`config.mk`:
```
export PLATFORM = sky130hd
export DESIGN_NAME = fga_div
export DESIGN_NICKNAME = d
export VERILOG_FILES = /design/src/hdl/frame_group_averager_assert.svh /design/src/hdl/fga_pkg.sv /design/src/hdl/fga_div.sv
export SDC_FILE = /design/constraint.sdc
export NUM_CORES = 1
export LEC_CHECK = 0
export BUFFER_PORTS_ARGS = -buffer_cell sky130_fd_sc_hd__buf_2
export CAP_MARGIN = 20
export CORE_MARGIN = 10
export CORE_UTILIZATION = 55
export CTS_CLUSTER_SIZE = 24
export DETAILED_ROUTE_END_ITERATION = 10
export GPL_TIMING_DRIVEN = 0
export PLACE_DENSITY = 0.86
export SLEW_MARGIN = 0
export SYNTH_ARGS = -nofsm -noshare
export SYNTH_HDL_FRONTEND = slang
export SYNTH_SLANG_ARGS = --single-unit
```
`constraint.sdc`:
```
create_clock -name clk -period 13.75 [get_ports clk]
set_input_delay 2.0625 -clock clk [delete_from_list [all_inputs] [get_ports clk]]
set_output_delay 2.0625 -clock clk [all_outputs]
set_load 0.005 [all_outputs]
```
`src/hdl/frame_group_averager_assert.svh`:
```
// assertion macros for the frame group averager
`ifndef FRAME_GROUP_AVERAGER_ASSERT_SVH
`define FRAME_GROUP_AVERAGER_ASSERT_SVH
`ifndef SYNTHESIS
// checked property, idle while reset is high
`define FGA_ASSERT(name, prop, msg) \
  name: assert property (@(posedge clk) disable iff (rst) prop) else $error(msg);
// checked property, also evaluated during reset
`define FGA_ASSERT_ALWAYS(name, prop, msg) \
  name: assert property (@(posedge clk) prop) else $error(msg);
`else
`define FGA_ASSERT(name, prop, msg)
`define FGA_ASSERT_ALWAYS(name, prop, msg)
`endif
`endif

```
`src/hdl/fga_pkg.sv`:
```
// shared types and constants of the frame group averager
package fga_pkg;

  localparam int SAMPLE_W  = 16;
  localparam int ACC_W     = 24;
  localparam int FRAC_W    = 8;
  localparam int MEAN_W    = 24;
  localparam int N_W       = 9;
  localparam int PPF_W     = 17;
  localparam int CMP_W     = 25;
  localparam int DIVD_W    = ACC_W + FRAC_W;
  localparam int DIV_DIGIT = 4;
  localparam int DIV_ITERS = DIVD_W / DIV_DIGIT;
  localparam int DIV_CNT_W = $clog2(DIV_ITERS);

  localparam logic [ACC_W-1:0] ACC_MAX  = {ACC_W{1'b1}};
  localparam logic [MEAN_W-1:0] MEAN_MAX = {MEAN_W{1'b1}};

  // register indexes on the config port
  localparam logic REG_FRAMES = 1'b0;
  localparam logic REG_PIXELS = 1'b1;

  localparam logic [N_W-1:0]   FRAMES_RESET = 9'd1;
  localparam logic [PPF_W-1:0] PIXELS_RESET = 17'h10000;

  typedef struct packed {
    logic [N_W-1:0]   frames_to_average;
    logic [PPF_W-1:0] pixels_per_frame;
  } fga_cfg_t;

endpackage

```
`src/hdl/fga_div.sv`:
```
// iterative radix-16 restoring divider, four quotient bits a cycle
module fga_div
  import fga_pkg::*;
(
  input  logic              clk,
  input  logic              rst,
  input  logic              start,
  input  logic [DIVD_W-1:0] dividend,
  input  logic [N_W-1:0]    divisor,
  output logic              busy,
  output logic              done,
  output logic [DIVD_W-1:0] quotient
);

  logic [DIVD_W-1:0]    dvd;
  logic [N_W-1:0]       dsr;
  logic [N_W-1:0]       rem;
  logic [DIV_CNT_W-1:0] cnt;
  logic [N_W-1:0]       rem_next;
  logic [DIV_DIGIT-1:0] qdigit;

  // one radix-16 digit: four compare-subtract steps on a narrow remainder
  always_comb begin
    logic [N_W:0] trial;
    rem_next = rem;
    qdigit   = '0;
    for (int i = 0; i < DIV_DIGIT; i++) begin
      trial = {rem_next, dvd[DIVD_W-1-i]};
      if (trial >= {1'b0, dsr}) begin
        trial = trial - {1'b0, dsr};
        qdigit[DIV_DIGIT-1-i] = 1'b1;
      end
      rem_next = trial[N_W-1:0];
    end
  end

  always_ff @(posedge clk) begin
    if (rst) begin
      busy <= 1'b0;
      done <= 1'b0;
      cnt  <= '0;
    end else begin
      done <= 1'b0;
      if (start) begin
        busy <= 1'b1;
        cnt  <= '0;
      end else if (busy) begin
        cnt <= cnt + 1'b1;
        if (cnt == DIV_CNT_W'(DIV_ITERS - 1)) begin
          busy <= 1'b0;
          done <= 1'b1;
        end
      end
    end
  end

  always_ff @(posedge clk) begin
    if (start) begin
      dvd      <= dividend;
      dsr      <= divisor;
      rem      <= '0;
      quotient <= '0;
    end else if (busy) begin
      dvd      <= {dvd[DIVD_W-DIV_DIGIT-1:0], {DIV_DIGIT{1'b0}}};
      rem      <= rem_next;
      quotient <= {quotient[DIVD_W-DIV_DIGIT-1:0], qdigit};
    end
  end

endmodule
```
==> impl_metrics.yaml <==
run_status:
  outcome: "finished, final reports clean"
worst_setup_path:
  endpoint_kind: "flop"
  classification_of_the_worst_setup_path: "flop to flop"
  critical_path_arrival_ps: 10360
  slowest_delay_ps: 560
  critPathLaunchType: "flop"
  critical_path_required_ps: 13980
  cp-startpoint: "dsr[0]"
  timing.reg2reg.setup_slack_ps: 3610
  regToRegStartpoint: "dsr[0]"
  crit_fanout: 10
  worst_path_max_delay_cell: "sky130_fd_sc_hd__a211oi_4"
  critical_path.most_common_cell: "sky130_fd_sc_hd__ha_1"
final_layout:
  drive_above_1_share_pct: 25.65
  antenna_cells: 0
  nFillCells: 749
  area.growth.synth_to_final_pct: 14.27
  layout.nets: 658
synthesis:
  area_of_the_mapped_netlist_um2: 5181
  ys_async_sr_fraction_pct: 0
  postSynthRegisterBits: 87
  yosysWarnings: 0
  postSynthNetCount: 570
  number_of_flops_mapped_to_enable_cells_by_yosys: 41
  syn_inst: 484
  synth_top_flop_cell: "sky130_fd_sc_hd__dfxtp_1"
  avgSynthCellArea_um2: 10.70
  synth_cell_type_count: 60
  seq_area_frac_synth_pct: 41.54
clock_network:
  clkLatencyLatePin_ps: 370
  cts_num_sinks: 87
  cts_tree: "yes"
  clock-root-buffer: "sky130_fd_sc_hd__clkbuf_8"
  clock_tree.buffer_depth: 2
  path_clk_slew_ps: 90
  post_cts_buffers: 0
  cts_buffers: 9
  cts-htree-levels: 3
  post_cts_resize_count: 0
  holdBufCountCts: 0
sta:
  finalSetupViolCount: 0
  slew_headroom_pct: 41.50
  finalSetupTns_ps: 0
  grt_setup_unrepaired: "false"
  skew_ps: 20.39
  timing.final.crit_period_ps: 10140
  layout_worst_path_cycle_share_pct: 73.71
  fmax_mhz: 98.66
  final_hold_viol_count: 0
  worstMarginPinSlew_ps: 870.8
  report.final.slew_viol_count: 0
route:
  remaining_drc_errors: 0
  ant_nets: 0
  via_per_inst: 5.786
  dr.pass1.iters: 5
  finalWirelength_mm: 12.56
  via_count: 3981
  drt_first_iter_violations: 285
  routedWlPerCell_um: 18.25
floorplan:
  start_util_pct: 56.34
  die-area_um2: 13700
  io_pins: 78
  rows: 35
  coreArea_um2: 9196
  die-height_um: 117.1
  die-width_um: 117.1
global_routing:
  grt_max_degree: 33
  grt_usage_pct: 18.81
  number_of_global_route_vias_before_repair: 4155
  grt_antenna_before_repair: 0
  grt_overflow: 0
  first_pass_grt_wire_length_mm: 20.59
place:
  detailed_place_hpwl_mm: 9.687
  routabilityCongestion: 0.8627
  numPortBuffers: 77
min_path:
  hp-start: "quotient[30]"
  min-delay-path-class: "flop to flop"
flow_run:
  max_cap_viol_count: 0
-- final cells by class --
cell class	count	area, um2	area share, %
repair buffers	77	385.4	6.509
well taps	111	138.9	2.346
clock buffers	10	137.6	2.325
multi-input cells	353	2856	48.25
inverters	27	101.3	1.712
clock inverters	6	77.57	1.310
flip-flops and latches	87	2152	36.35
plain buffers	17	71.32	1.205
-- worst paths after layout --
kind,endpoint,cells after the start
hold / removal,quotient[30],2
setup reg to reg,rem[4],36
hold reg to reg,quotient[30],2
setup / recovery,rem[4],36
-- worst max-delay path: cells and delay by family, from the launching register on --
kind	cells	cell delay (ps)
AO/OA/AOI/OAI	17	4620
adder cells (fa/ha/maj)	5	1680
multiplexers	4	1320
AND/OR/NAND/NOR	6	1130
buffers and inverters	4	710
flip-flops	1	510
-- layout by cell type (no fill, tap or decap), types with 4 or more instances in the layout --
| master | instances |
|---|---|
| sky130_fd_sc_hd__a21o_1 | 9 |
| sky130_fd_sc_hd__nand4_1 | 6 |
| sky130_fd_sc_hd__clkbuf_1 | 13 |
| sky130_fd_sc_hd__mux2_2 | 42 |
| sky130_fd_sc_hd__edfxtp_1 | 41 |
| sky130_fd_sc_hd__buf_2 | 77 |
| sky130_fd_sc_hd__xor2_1 | 13 |
| sky130_fd_sc_hd__o21a_1 | 6 |
| sky130_fd_sc_hd__fa_1 | 4 |
| sky130_fd_sc_hd__a21oi_1 | 20 |
| sky130_fd_sc_hd__nand2b_1 | 5 |
| sky130_fd_sc_hd__mux2i_1 | 40 |
| sky130_fd_sc_hd__ha_1 | 38 |
| sky130_fd_sc_hd__o21ai_0 | 12 |
| sky130_fd_sc_hd__inv_1 | 27 |
| sky130_fd_sc_hd__nand2_1 | 9 |
| sky130_fd_sc_hd__nor3_1 | 8 |
| sky130_fd_sc_hd__a211oi_1 | 10 |
| sky130_fd_sc_hd__and2_1 | 5 |
| sky130_fd_sc_hd__clkbuf_8 | 10 |
| sky130_fd_sc_hd__nor2b_1 | 7 |
| sky130_fd_sc_hd__xnor2_1 | 10 |
| sky130_fd_sc_hd__nor2_1 | 57 |
| sky130_fd_sc_hd__dfxtp_1 | 46 |
-- state kept, by name, summed over array words and instances, names as in the netlist --
name	count
done	1
quotient	32
rem	9
cnt	3
busy	1
dsr	9
dvd	32
-- cell families (layout without fill, tap and decap cells) --
family / count (synthesis) / after routing / share of synthesized area (%)
compound gates: 91 / 91 / 12.51
fa+ha+maj: 42 / 42 / 10.72
flops: 87 / 87 / 41.54
mux: 84 / 84 / 17.56
buf+inv: 44 / 137 / 3.333
simple gates: 113 / 113 / 10.46
xor+xnor: 23 / 23 / 3.888
-- cell usage after synthesis, types with 7 or more instances --
cell | n | area, um2
sky130_fd_sc_hd__xnor2_1 | 10 | 87.58
sky130_fd_sc_hd__inv_1 | 27 | 101.4
sky130_fd_sc_hd__nor2_1 | 57 | 214.0
sky130_fd_sc_hd__mux2_2 | 42 | 473.0
sky130_fd_sc_hd__nand2_1 | 9 | 33.78
sky130_fd_sc_hd__clkbuf_1 | 13 | 48.80
sky130_fd_sc_hd__mux2i_1 | 40 | 400.4
sky130_fd_sc_hd__edfxtp_1 | 41 | 1231
sky130_fd_sc_hd__nor3_1 | 8 | 40.04
sky130_fd_sc_hd__nor2b_1 | 7 | 43.79
sky130_fd_sc_hd__xor2_1 | 13 | 113.9
sky130_fd_sc_hd__o21ai_0 | 12 | 60.06
sky130_fd_sc_hd__a211oi_1 | 10 | 75.07
sky130_fd_sc_hd__a21oi_1 | 20 | 100.1
sky130_fd_sc_hd__dfxtp_1 | 46 | 920.9
sky130_fd_sc_hd__ha_1 | 38 | 475.5
sky130_fd_sc_hd__a21o_1 | 9 | 67.56
-- through the flow --
stage	instance area [um2]	utilization [%]	setup WS, ps	hold WS (ps)	instances
2_1_floorplan	5181	-	5385	476.3	484
3_3_place_gp	5705	62.04	4096	471.7	672
3_5_place_dp	5705	62.04	3772	480.3	672
4_1_cts	5921	64.38	3739	502.3	688
5_1_grt	5921	64.38	2976	542.0	688
6_report	5921	64.38	3614	493.3	688
-- routing by layer --
metal	share of wire [%]	global-route usage, %	vias up
met5	0	0	-
met4	1.6	5.766	0
met3	5.0	4.128	13
met2	52	33.71	99
met1	41	21.85	1914
li1	-	-	1955
Power is not shown: default switching activity piles up to over one toggle a cycle in this logic, so the estimate is an artifact.
