===== src/hdl/frame_group_averager_assert.svh =====
// assertion macros for the frame group averager
`ifndef FRAME_GROUP_AVERAGER_ASSERT_SVH
`define FRAME_GROUP_AVERAGER_ASSERT_SVH
`ifndef SYNTHESIS
// checked property, idle while reset is high
`define FGA_ASSERT(name, prop, msg) \
  name: assert property (@(posedge clk) disable iff (rst) prop) else $error(msg);
// checked property, also evaluated during reset
`define FGA_ASSERT_ALWAYS(name, prop, msg) \
  name: assert property (@(posedge clk) prop) else $error(msg);
`else
`define FGA_ASSERT(name, prop, msg)
`define FGA_ASSERT_ALWAYS(name, prop, msg)
`endif
`endif


===== src/hdl/fga_pkg.sv =====
// shared types and constants of the frame group averager
package fga_pkg;

  localparam int SAMPLE_W  = 16;
  localparam int ACC_W     = 24;
  localparam int FRAC_W    = 8;
  localparam int MEAN_W    = 24;
  localparam int N_W       = 9;
  localparam int PPF_W     = 17;
  localparam int CMP_W     = 25;
  localparam int DIVD_W    = ACC_W + FRAC_W;
  localparam int DIV_DIGIT = 4;
  localparam int DIV_ITERS = DIVD_W / DIV_DIGIT;
  localparam int DIV_CNT_W = $clog2(DIV_ITERS);

  localparam logic [ACC_W-1:0] ACC_MAX  = {ACC_W{1'b1}};
  localparam logic [MEAN_W-1:0] MEAN_MAX = {MEAN_W{1'b1}};

  // register indexes on the config port
  localparam logic REG_FRAMES = 1'b0;
  localparam logic REG_PIXELS = 1'b1;

  localparam logic [N_W-1:0]   FRAMES_RESET = 9'd1;
  localparam logic [PPF_W-1:0] PIXELS_RESET = 17'h10000;

  typedef struct packed {
    logic [N_W-1:0]   frames_to_average;
    logic [PPF_W-1:0] pixels_per_frame;
  } fga_cfg_t;

endpackage


===== src/hdl/fga_cfg.sv =====
// config register bank behind the apb-style port
module fga_cfg
  import fga_pkg::*;
(
  input  logic        clk,
  input  logic        rst,
  input  logic        psel,
  input  logic        penable,
  input  logic        pwrite,
  input  logic [2:0]  paddr,
  input  logic [31:0] pwdata,
  output logic [31:0] prdata,
  output logic        pready,
  output fga_cfg_t    cfg
);

  logic [N_W-1:0]   frames_to_average;
  logic [PPF_W-1:0] pixels_per_frame;
  logic             wr;

  assign pready = 1'b1;
  assign wr     = psel && penable && pwrite && pready;

  always_ff @(posedge clk) begin
    if (rst) begin
      frames_to_average <= FRAMES_RESET;
      pixels_per_frame  <= PIXELS_RESET;
    end else if (wr) begin
      case (paddr[2])
        REG_FRAMES: frames_to_average <= pwdata[N_W-1:0];
        REG_PIXELS: pixels_per_frame  <= pwdata[PPF_W-1:0];
        default: ;
      endcase
    end
  end

  // unaligned reads return zero
  always_comb begin
    prdata = '0;
    if (paddr[1:0] == 2'b00) begin
      case (paddr[2])
        REG_FRAMES: prdata = {{(32-N_W){1'b0}}, frames_to_average};
        REG_PIXELS: prdata = {{(32-PPF_W){1'b0}}, pixels_per_frame};
        default:    prdata = '0;
      endcase
    end
  end

  assign cfg.frames_to_average = frames_to_average;
  assign cfg.pixels_per_frame  = pixels_per_frame;

endmodule


===== config.mk =====
export PLATFORM = sky130hd
export DESIGN_NAME = fga_cfg
export DESIGN_NICKNAME = d
export VERILOG_FILES = /design/src/hdl/frame_group_averager_assert.svh /design/src/hdl/fga_pkg.sv /design/src/hdl/fga_cfg.sv
export SDC_FILE = /design/constraint.sdc
export NUM_CORES = 1
export LEC_CHECK = 0
export ABC_AREA = 0
export BUFFER_PORTS_ARGS = -buffer_cell sky130_fd_sc_hd__buf_2
export CAP_MARGIN = 20
export CORE_AREA = 3 3 89 49
export DETAILED_ROUTE_END_ITERATION = 10
export DIE_AREA = 0 0 92 52
export PLACE_DENSITY = 0.83
export RECOVER_POWER = 25
export SYNTH_ARGS = -nofsm -noshare
export SYNTH_HDL_FRONTEND = slang
export SYNTH_SLANG_ARGS = --single-unit

===== constraint.sdc =====
create_clock -name clk -period 1.1 [get_ports clk]
set_input_delay 0.055 -clock clk [delete_from_list [all_inputs] [get_ports clk]]
set_output_delay 0.055 -clock clk [all_outputs]
set_load 0.05 [all_outputs]

==> flow_metrics.tcl, run 1 <==
set metrics [dict create \
    antenna_found_initial 0 \
    row_count 16 \
    dpl-instance-area_sq_um 1890 \
    dp_hpwl_mm 2.50 \
    cp-start-kind "flop" \
    worst_slew_pin_slew_ns 0.612 \
    totalWireLength_mm 3.45 \
    htree_levels 1 \
    fin_crit_ns 1.06 \
    ant_nets 0 \
    leakage_nw 0.961 \
    slew_headroom 0.592 \
    cts_buffer_depth 2 \
    layout_commonest_cell "buf_2" \
    fin_util 0.570 \
    holdWs_ns 0.0366 \
    p_total_w 0.00200 \
    yosys.area_share.simple 0.260 \
    max_freq_mhz 944 \
    cts_root_buffer "clkbuf_8" \
    synth_seq_area_share 0.357 \
    postCtsHoldBufs 0 \
    die_y_microns 52 \
    io_buffers 67 \
    grt_max_degree 45 \
    end_kind "output port" \
    status "finished, final reports clean" \
    avgSynthCellArea_sq_um 9.47 \
    drcViolationCount 0 \
    drv_cap 0 \
    synth_area_sq_um 1460 \
    clk_latency_ns 0.26 \
    firstDrtPassIters 3 \
    ir_worst_vdd_mv 0.627 \
    final_cell_mix "buf_2, nand2b_1, mux2i_1, dfxtp_2, conb_1" \
    crit_buf_inv 1 \
    synth_area_leader_cell "dfxtp_1" \
    worstPathMaxFanout 3 \
    vias 1186 \
    min_path_type "in -> reg" \
    initial_core_util 0.391 \
    register_area_sq_um 556 \
    synth-xor-area-share 0 \
    yosys.area_share.adder 0 \
    nets 261 \
    cp_data_required_time_ns 1.04 \
    post-route-period-util 0.964 \
    grt_pass1_wl_mm 5.39 \
    dp_cells 268 \
    syn2layout_area_growth_pct 45.5 \
    synth_cells 154 \
    drv_slew 0 \
    synth_top_family_by_area "simple AND/OR/NAND/NOR gates" \
    drive_gt1_frac 0.594 \
    synth_area_leaders "dfxtp_1, mux2i_1, nand2b_1" \
    die_w_microns 92 \
    fin_skew_ns 0 \
    cts_tree "built" \
    synth_compound_area_frac 0 \
    power_density_nw_per_um2 943 \
    cts_sinks 26 \
    dr.first_iter.drc_count 13 \
    cp_cell_sequence "mux2i_2, nor2_4, buf_6" \
    cp_data_arrival_time_ns 1.00 \
    core_area_sq_um 3720 \
    critPathKind "reg -> out" \
    yosysUniqueCellTypes 14 \
    grt_pass1_vias 1096 \
    netlist.area_leader.share 0.357 \
    cpPeakStageDelay_ns 0.34 \
    multi_input_area_sq_um 961 \
    gp_congestion 0.683 \
    diodes 0 \
    hold_viol 0 \
    cpMaxStageDelayCell "dfxtp_2" \
    ys_ff_latch 26 \
    wl_per_cell_microns 12.6 \
    fillers 346 \
    cts_made_buffers 3 \
    cts.clk_slew.worst_paths_ns 0.08 \
    num_io_pins 99 \
    crit_family "flip-flops" \
    vias_per_cell 4.34 \
    track_usage 0.142 \
    yosys-mux-area-fraction 0.240 \
    die_area_sq_um 4780 \
    ys_warn_count 0 \
    fin_cells 273 \
    setup_violations 0 \
    grt_overflow 0 \
    postLayoutCellArea_sq_um 2120 \
]
-- cell families (layout without fill, tap and decap cells) --
logic type    Yosys count  after routing
mux                    35             35
buf+inv                26             77
flops                  26             26
other cells             2             16
simple gates           65             65
-- routing by layer --
metal	wire, microns	vias up	share of wire	track usage
li1	-	605	-	-
met2	1530	47	0.44	0.217
met3	292	0	0.085	0.0506
met5	0	-	0	0
met1	1630	534	0.47	0.200
met4	0	0	0	0.00739
-- registers in the layout, summed over array words and instances (netlist names) --
signal / count
pixels_per_frame: 17
frames_to_average: 9
-- cell usage after synthesis, drive strengths merged --
| master | number |
|---|---|
| and3 | 8 |
| nand4b | 1 |
| nor2 | 14 |
| buf | 21 |
| nand2b | 40 |
| dfxtp | 26 |
| or2 | 1 |
| and4 | 1 |
| conb | 2 |
| mux2i | 35 |
| clkbuf | 5 |
-- tightest hold or removal path, stage by stage --
cell and delay (ns):
buf_2 0.10, nand2b_1 0.06, mux2i_1 0.06
-- final timing paths --
| kind | endpoint | slack, ns | from | cells after the start |
|---|---|---|---|---|
| max | prdata[3] | 0.04 | frames_to_average[3]$_SDFFE_PP0P_ | 3 |
| min | pixels_per_frame[12]$_SDFFE_PP0P_ | 0.04 | pwdata[12] | 3 |
| min reg2reg | pixels_per_frame[15]$_SDFFE_PP0P_ | 0.48 | pixels_per_frame[15]$_SDFFE_PP0P_ | 2 |
| max reg2reg | pixels_per_frame[1]$_SDFFE_PP0P_ | 0.38 | pixels_per_frame[1]$_SDFFE_PP0P_ | 3 |
-- metrics by stage --
| step | setup WS, ns | TNS (ns) |
|---|---|---|
| finish | 0.0401 | 0 |
| global route | -0.000127 | -0.000127 |
| CTS | 0.00919 | 0 |
| detailed placement | 0.0594 | 0 |
| global placement | 0.0601 | 0 |
| floorplan | 0.0739 | 0 |
-- power breakdown --
group / internal, W / total [W] / switching (W)
combinational: 0.000157 / 0.000498 / 0.000340
clock: 0.000245 / 0.000518 / 0.000274
sequential: 0.000963 / 0.000984 / 0.0000211
-- what timing repair did --
item	in CTS	in global routing
resized for setup	27	18
pin swaps	0	2
endpoints found under the setup margin	9	16
buffers inserted	0	2
-- final cells by class --
class	instances	share of cell area
clock buffer	3	0.0195
multi-input combinational	116	0.453
sequential	26	0.262
tap	54	0.0319
timing repair buffer	74	0.234
Power figures use the tool's default switching activity.
==> run 2: changes to the inputs <==
--- a/config.mk
+++ b/config.mk
@@ -8,9 +8,9 @@
 export ABC_AREA = 0
 export BUFFER_PORTS_ARGS = -buffer_cell sky130_fd_sc_hd__buf_2
 export CAP_MARGIN = 20
-export CORE_AREA = 3 3 89 49
+export CORE_AREA = 2 2 88 48
 export DETAILED_ROUTE_END_ITERATION = 10
-export DIE_AREA = 0 0 92 52
+export DIE_AREA = 0 0 90 50
 export PLACE_DENSITY = 0.83
 export RECOVER_POWER = 25
 export SYNTH_ARGS = -nofsm -noshare
==> constraint.sdc (replaced) <==
create_clock -name clk -period 1.2 [get_ports clk]
set_input_delay 0.06 -clock clk [delete_from_list [all_inputs] [get_ports clk]]
set_output_delay 0.06 -clock clk [all_outputs]
set_load 0.05 [all_outputs]
==> run 2 against run 1 <==
Net effect:
- worst setup slack better by 0.011 ns
- sequential power down 8.9%
- power down 10%
- clock-buffer cell count unchanged
- largest cell class unchanged
- hold slack better by 0.0080 ns
- first-iteration DRC count up 110%
- core utilization down 6.3 points
==> flow_metrics.tcl, run 2 (same netlist as run 1, synthesis figures left out) <==
set metrics [dict create \
    postCtsHoldBufs 0 \
    crit_buf_inv 2 \
    worstHoldStart "pwdata[9]" \
    dp_hpwl_mm 2.38 \
    min_path_type "in -> reg" \
    end_kind "output port" \
    clk_latency_ns 0.26 \
    p_switching_w 0.000569 \
    grt_pass1_vias 1073 \
    grt_pass1_wl_mm 5.04 \
    setup_ws_ns 0.0516 \
    fin_crit_ns 1.15 \
    grt_max_degree 45 \
    cpMaxStageDelayCell "or2_2" \
    rrSetupSlack_ns 0.54 \
    post-route-period-util 0.957 \
    rr_endpoint "frames_to_average[0]$_SDFFE_PP1P_" \
    die_w_microns 90 \
    postLayoutCellArea_sq_um 1890 \
    cts.clk_slew.worst_paths_ns 0.08 \
    fillers 372 \
    setup_violations 0 \
    regMostFlops "pixels_per_frame" \
    p_sw_frac 0.317 \
    hold_viol 0 \
    gp_congestion 0.656 \
    antenna_found_initial 0 \
    dpl-instance-area_sq_um 1800 \
    diodes 0 \
    drcViolationCount 0 \
    slew_headroom 0.591 \
    power_density_nw_per_um2 950 \
    die_y_microns 50 \
    p_total_w 0.00179 \
    cts_made_buffers 3 \
    vias 1163 \
    ant_nets 0 \
    dp_slack_ns 0.0451 \
    leakage_nw 0.920 \
    critPathMostFrequentCell "buf_2" \
    dr.first_iter.drc_count 27 \
    firstDrtPassIters 4 \
    post_cts_resized 0 \
    layout_commonest_cell "buf_2" \
    final_cell_mix "buf_2, nand2b_1, mux2i_1, dfxtp_1, conb_1" \
    largest_register_ffs 17 \
    io_buffers 67 \
    power.clock.fraction 0.266 \
    seq_power_share 0.500 \
    cts_buffer_depth 2 \
    fin_skew_ns 0 \
    cts_tree "built" \
    p_int_w 0.00122 \
    drv_cap 0 \
    vias_per_cell 4.34 \
    cts_sinks 26 \
    largestRegisters "pixels_per_frame: 17 flops, frames_to_average: 9 flops" \
    cp_data_arrival_time_ns 1.09 \
    rr_startpoint "frames_to_average[0]$_SDFFE_PP1P_" \
    holdPathStages 3 \
    min_to "pixels_per_frame[9]$_SDFFE_PP0P_" \
    core_area_sq_um 3720 \
    htree_levels 1 \
    die_area_sq_um 4500 \
    max_freq_mhz 871 \
    crit_family "simple AND/OR/NAND/NOR gates" \
    ir_worst_vdd_mv 0.506 \
    drive_gt1_frac 0.458 \
    cts_root_buffer "clkbuf_8" \
    fin_tns_setup_ns 0 \
    drv_slew 0 \
    critPathKind "in -> out" \
    post_cts_buffers 0 \
    status "finished, final reports clean" \
    grt_overflow 0 \
    initial_core_util 0.391 \
    wl_per_cell_microns 12.0 \
    cp_cell_sequence "buf_2, or2_2, nor2_2, buf_2" \
    worstPathMaxFanout 9 \
    row_count 16 \
    num_io_pins 99 \
    cp-start-kind "input pin" \
    nets 256 \
    totalWireLength_mm 3.21 \
    worst_slew_pin_slew_ns 0.613 \
    comb_power_share 0.233 \
    syn2layout_area_growth_pct 29.4 \
    track_usage 0.141 \
    r2r_cells 2 \
    cp_data_required_time_ns 1.14 \
    cpPeakStageDelay_ns 0.48 \
]
[run 2: changes by cell type in the layout (fill, tap and decap cells not counted), sizes merged]
cell	previous run	this run
clkbuf	13	8
[run 2: worst reg2reg max path: stages (launching register included)]
cell and delay [ns]:
dfxtp_1 0.39, nor2_1 0.07, mux2i_1 0.14
[run 2: through the flow]
step                      cells  hold WS, ns   util
after floorplan             168        0.215      -
after global placement      265        0.326  0.484
after detailed placement    265        0.329  0.484
after CTS                   268       0.0377  0.495
after global routing        268       0.0460  0.506
final                       268       0.0446  0.506
[run 2: worst max path at each step]
stage / from / end / slack [ns] / cells past startpoint
after global routing: frames_to_average[5]$_SDFFE_PP0P_ / prdata[5] / -0.01 / 3
after detailed placement: paddr[1] / prdata[6] / 0.05 / 4
after CTS: pixels_per_frame[1]$_SDFFE_PP0P_ / prdata[1] / 0.006 / 3
after global placement: paddr[1] / prdata[6] / 0.04 / 4
final: paddr[1] / prdata[6] / 0.05 / 4
after floorplan: pixels_per_frame[6]$_SDFFE_PP0P_ / prdata[6] / -0.1 / 2
[run 2: cell type report]
type / instances / area (sq um) / share of cell area
flip-flops and latches: 26 / 520 / 0.276
well taps: 54 / 67.6 / 0.0358
clock buffers: 3 / 41.3 / 0.0219
multi-input cells: 116 / 876 / 0.464
repair buffers: 69 / 380 / 0.202
[run 2: power by group through the flow]
stage / Combinational [W] / Sequential [W] / Clock, W
global placement: 0.000409 / 0.000914 / 0
finish: 0.000418 / 0.000896 / 0.000477
CTS: 0.000413 / 0.000895 / 0.000511
floorplan: 0.000302 / 0.000980 / 0
global route: 0.000443 / 0.000899 / 0.000545
detailed placement: 0.000412 / 0.000915 / 0
[run 2: routing by layer]
metal | vias to the layer above | part of all wire | GRT usage
met5 | - | 0 | 0
met4 | 0 | 0 | 0.00769
met3 | 0 | 0.055 | 0.0443
met2 | 39 | 0.46 | 0.238
met1 | 530 | 0.49 | 0.187
li1 | 594 | - | -
==> run 3: changes to the inputs <==
--- a/config.mk
+++ b/config.mk
@@ -5,7 +5,7 @@
 export SDC_FILE = /design/constraint.sdc
 export NUM_CORES = 1
 export LEC_CHECK = 0
-export ABC_AREA = 0
+export ABC_AREA = 1
 export BUFFER_PORTS_ARGS = -buffer_cell sky130_fd_sc_hd__buf_2
 export CAP_MARGIN = 20
 export CORE_AREA = 2 2 88 48
==> run 3 against run 2 <==
Net effect:
- cell count increased by 28%
- worst setup slack improved by 0.0033 ns
- critical path depth down 1
- combinational power is 35% higher
- power is 14% higher
- hold slack worse by 0.031 ns
- wire length rose by 17%
- cell area up 9.8%
- sequential power up 2.3%
- fmax up 0.29%
- largest cell class unchanged
- largest power group unchanged
- highest routed layer unchanged
==> flow_metrics.tcl, run 3 <==
set metrics [dict create \
    ys_ff_latch 26 \
    die_y_microns 50 \
    ant_nets 0 \
    holdPathStages 3 \
    power_density_nw_per_um2 990 \
    io_buffers 67 \
    ys_warn_count 0 \
    r2r_cells 2 \
    initial_core_util 0.395 \
    ys_top_cells_by_count "nor2_1, nand2_1, dfxtp_1, nand3_1" \
    grt_pass1_wl_mm 6.12 \
    setup_violations 0 \
    grt_overflow 0 \
    wl_per_cell_microns 10.9 \
    htree_levels 1 \
    hold_viol 0 \
    end_kind "output port" \
    firstDrtPassIters 4 \
    cp_data_arrival_time_ns 1.09 \
    core_area_sq_um 3720 \
    dp_slack_ns 0.0711 \
    status "finished, final reports clean" \
    nets 330 \
    regMostFlops "pixels_per_frame" \
    leakage_nw 0.991 \
    synth_seq_area_share 0.354 \
    drcViolationCount 0 \
    drive_gt1_frac 0.398 \
    num_io_pins 99 \
    grt_pass1_vias 1274 \
    dpl-instance-area_sq_um 1970 \
    diodes 0 \
    fin_skew_ns 0 \
    vias_per_cell 4.40 \
    cts.clk_slew.worst_paths_ns 0.09 \
    netlist.area_leader.share 0.354 \
    final_cell_mix "buf_2, nand2_1, nor2_1, nand3_1, inv_1" \
    cp_data_required_time_ns 1.14 \
    drv_slew 0 \
    layout_commonest_cell "buf_2" \
    synth_area_sq_um 1470 \
    cts_root_buffer "clkbuf_8" \
    post-route-period-util 0.954 \
    fin_crit_ns 1.15 \
    slew_headroom 0.526 \
    async_reset_ff_frac 0 \
    largest_register_ffs 17 \
    cts_buffer_depth 2 \
    vias 1510 \
    synth_cells 226 \
    critPathKind "reg -> out" \
    dr.first_iter.drc_count 56 \
    cts_tree "built" \
    synth_area_leaders "dfxtp_1, nor2_1, nand2_1" \
    syn2layout_area_growth_pct 40.6 \
    synth_area_leader_cell "dfxtp_1" \
    synth_most_common_cell "nor2_1" \
    dp_hpwl_mm 2.70 \
    synth_edf_count 0 \
    row_count 16 \
    worstPathMaxFanout 3 \
    antenna_found_initial 0 \
    drv_cap 0 \
    min_path_type "in -> reg" \
    worst_slew_pin_slew_ns 0.707 \
    cts_made_buffers 3 \
    die_area_sq_um 4500 \
    postLayoutCellArea_sq_um 2070 \
    rsz0062_at_grt "false" \
    fin_util 0.556 \
    cts_sinks 26 \
    cp-start-kind "flop" \
    totalWireLength_mm 3.74 \
    yosysUniqueCellTypes 19 \
    avgSynthCellArea_sq_um 6.51 \
    max_freq_mhz 873 \
    gp_congestion 0.751 \
    largestRegisters "pixels_per_frame: 17 flops, frames_to_average: 9 flops" \
    track_usage 0.169 \
    setup_ws_ns 0.0549 \
    synth-main-ff-cell "dfxtp_1" \
    grt_max_degree 27 \
    clk_latency_ns 0.27 \
    die_w_microns 90 \
    ir_worst_vdd_mv 0.398 \
]
-- run 3: cell types whose count changed after synthesis, moves of 17 or more --
cell,before,now
nor2_1,14,56
nand2_1,0,53
mux2i_1,35,0
inv_1,0,17
nand2b_1,40,0
nand3_1,0,26
-- run 3: report_power, final --
group | internal (W) | leakage, nW | switching (W)
combinational | 0.000135 | 0.743 | 0.000428
sequential | 0.000896 | 0.219 | 0.0000210
clock | 0.000293 | 0.0288 | 0.000276
total | 0.00132 | 0.991 | 0.000725
-- run 3: worst paths after layout --
check	end	slack (ns)	startpoint
setup / recovery	prdata[16]	0.05	pixels_per_frame[16]$_SDFFE_PP1P_
hold / removal	frames_to_average[0]$_SDFFE_PP1P_	0.01	pwdata[0]
setup reg to reg	frames_to_average[0]$_SDFFE_PP1P_	0.58	frames_to_average[0]$_SDFFE_PP1P_
hold reg to reg	frames_to_average[1]$_SDFFE_PP0P_	0.49	frames_to_average[1]$_SDFFE_PP0P_
-- run 3: layer usage --
metal,wire length [microns],part of all wire,GRT usage
met5,0,0,0
met4,0,0,0.0308
met3,228,0.061,0.0443
met2,1680,0.45,0.264
met1,1830,0.49,0.236
-- run 3: layout make-up --
type,count,area (sq um)
fillers,374,1650
multi-input cells,167,877
flip-flops and latches,26,541
repair buffers,73,453
inverters,19,76.3
well taps,54,67.6
clock buffers,4,55.1
-- run 3: worst max-delay path, stage by stage, from the launching register on --
cell and delay, ns:
dfxtp_1 0.35, nand2_1 0.10, nor2_4 0.11, buf_2 0.26
-- run 3: through the flow --
| stage | TNS [ns] | hold WS (ns) | power [W] | instances |
|---|---|---|---|---|
| finish | 0 | 0.0137 | 0.00205 | 343 |
| global route | 0 | 0.0142 | 0.00215 | 343 |
| CTS | 0 | 0.00834 | 0.00206 | 343 |
| detailed placement | 0 | 0.278 | 0.00150 | 338 |
| global placement | 0 | 0.273 | 0.00149 | 338 |
| floorplan | -0.0392 | 0.186 | 0.00142 | 240 |
-- run 3: timing repair --
action / in CTS / in global routing
gates resized for setup: 0 / 18
hold buffers: 1 / 0
endpoints found under the hold margin: 1 / 0
buffers inserted: 0 / 0
setup endpoints to repair: 0 / 13
-- run 3: logic make-up after synthesis --
group	Yosys count	synth area share
and+or+nand+nor	140	0.408
buffers and inverters	47	0.196
DFF	26	0.354
AOI/OAI and AO/OA	11	0.0374
other	2	0.00510
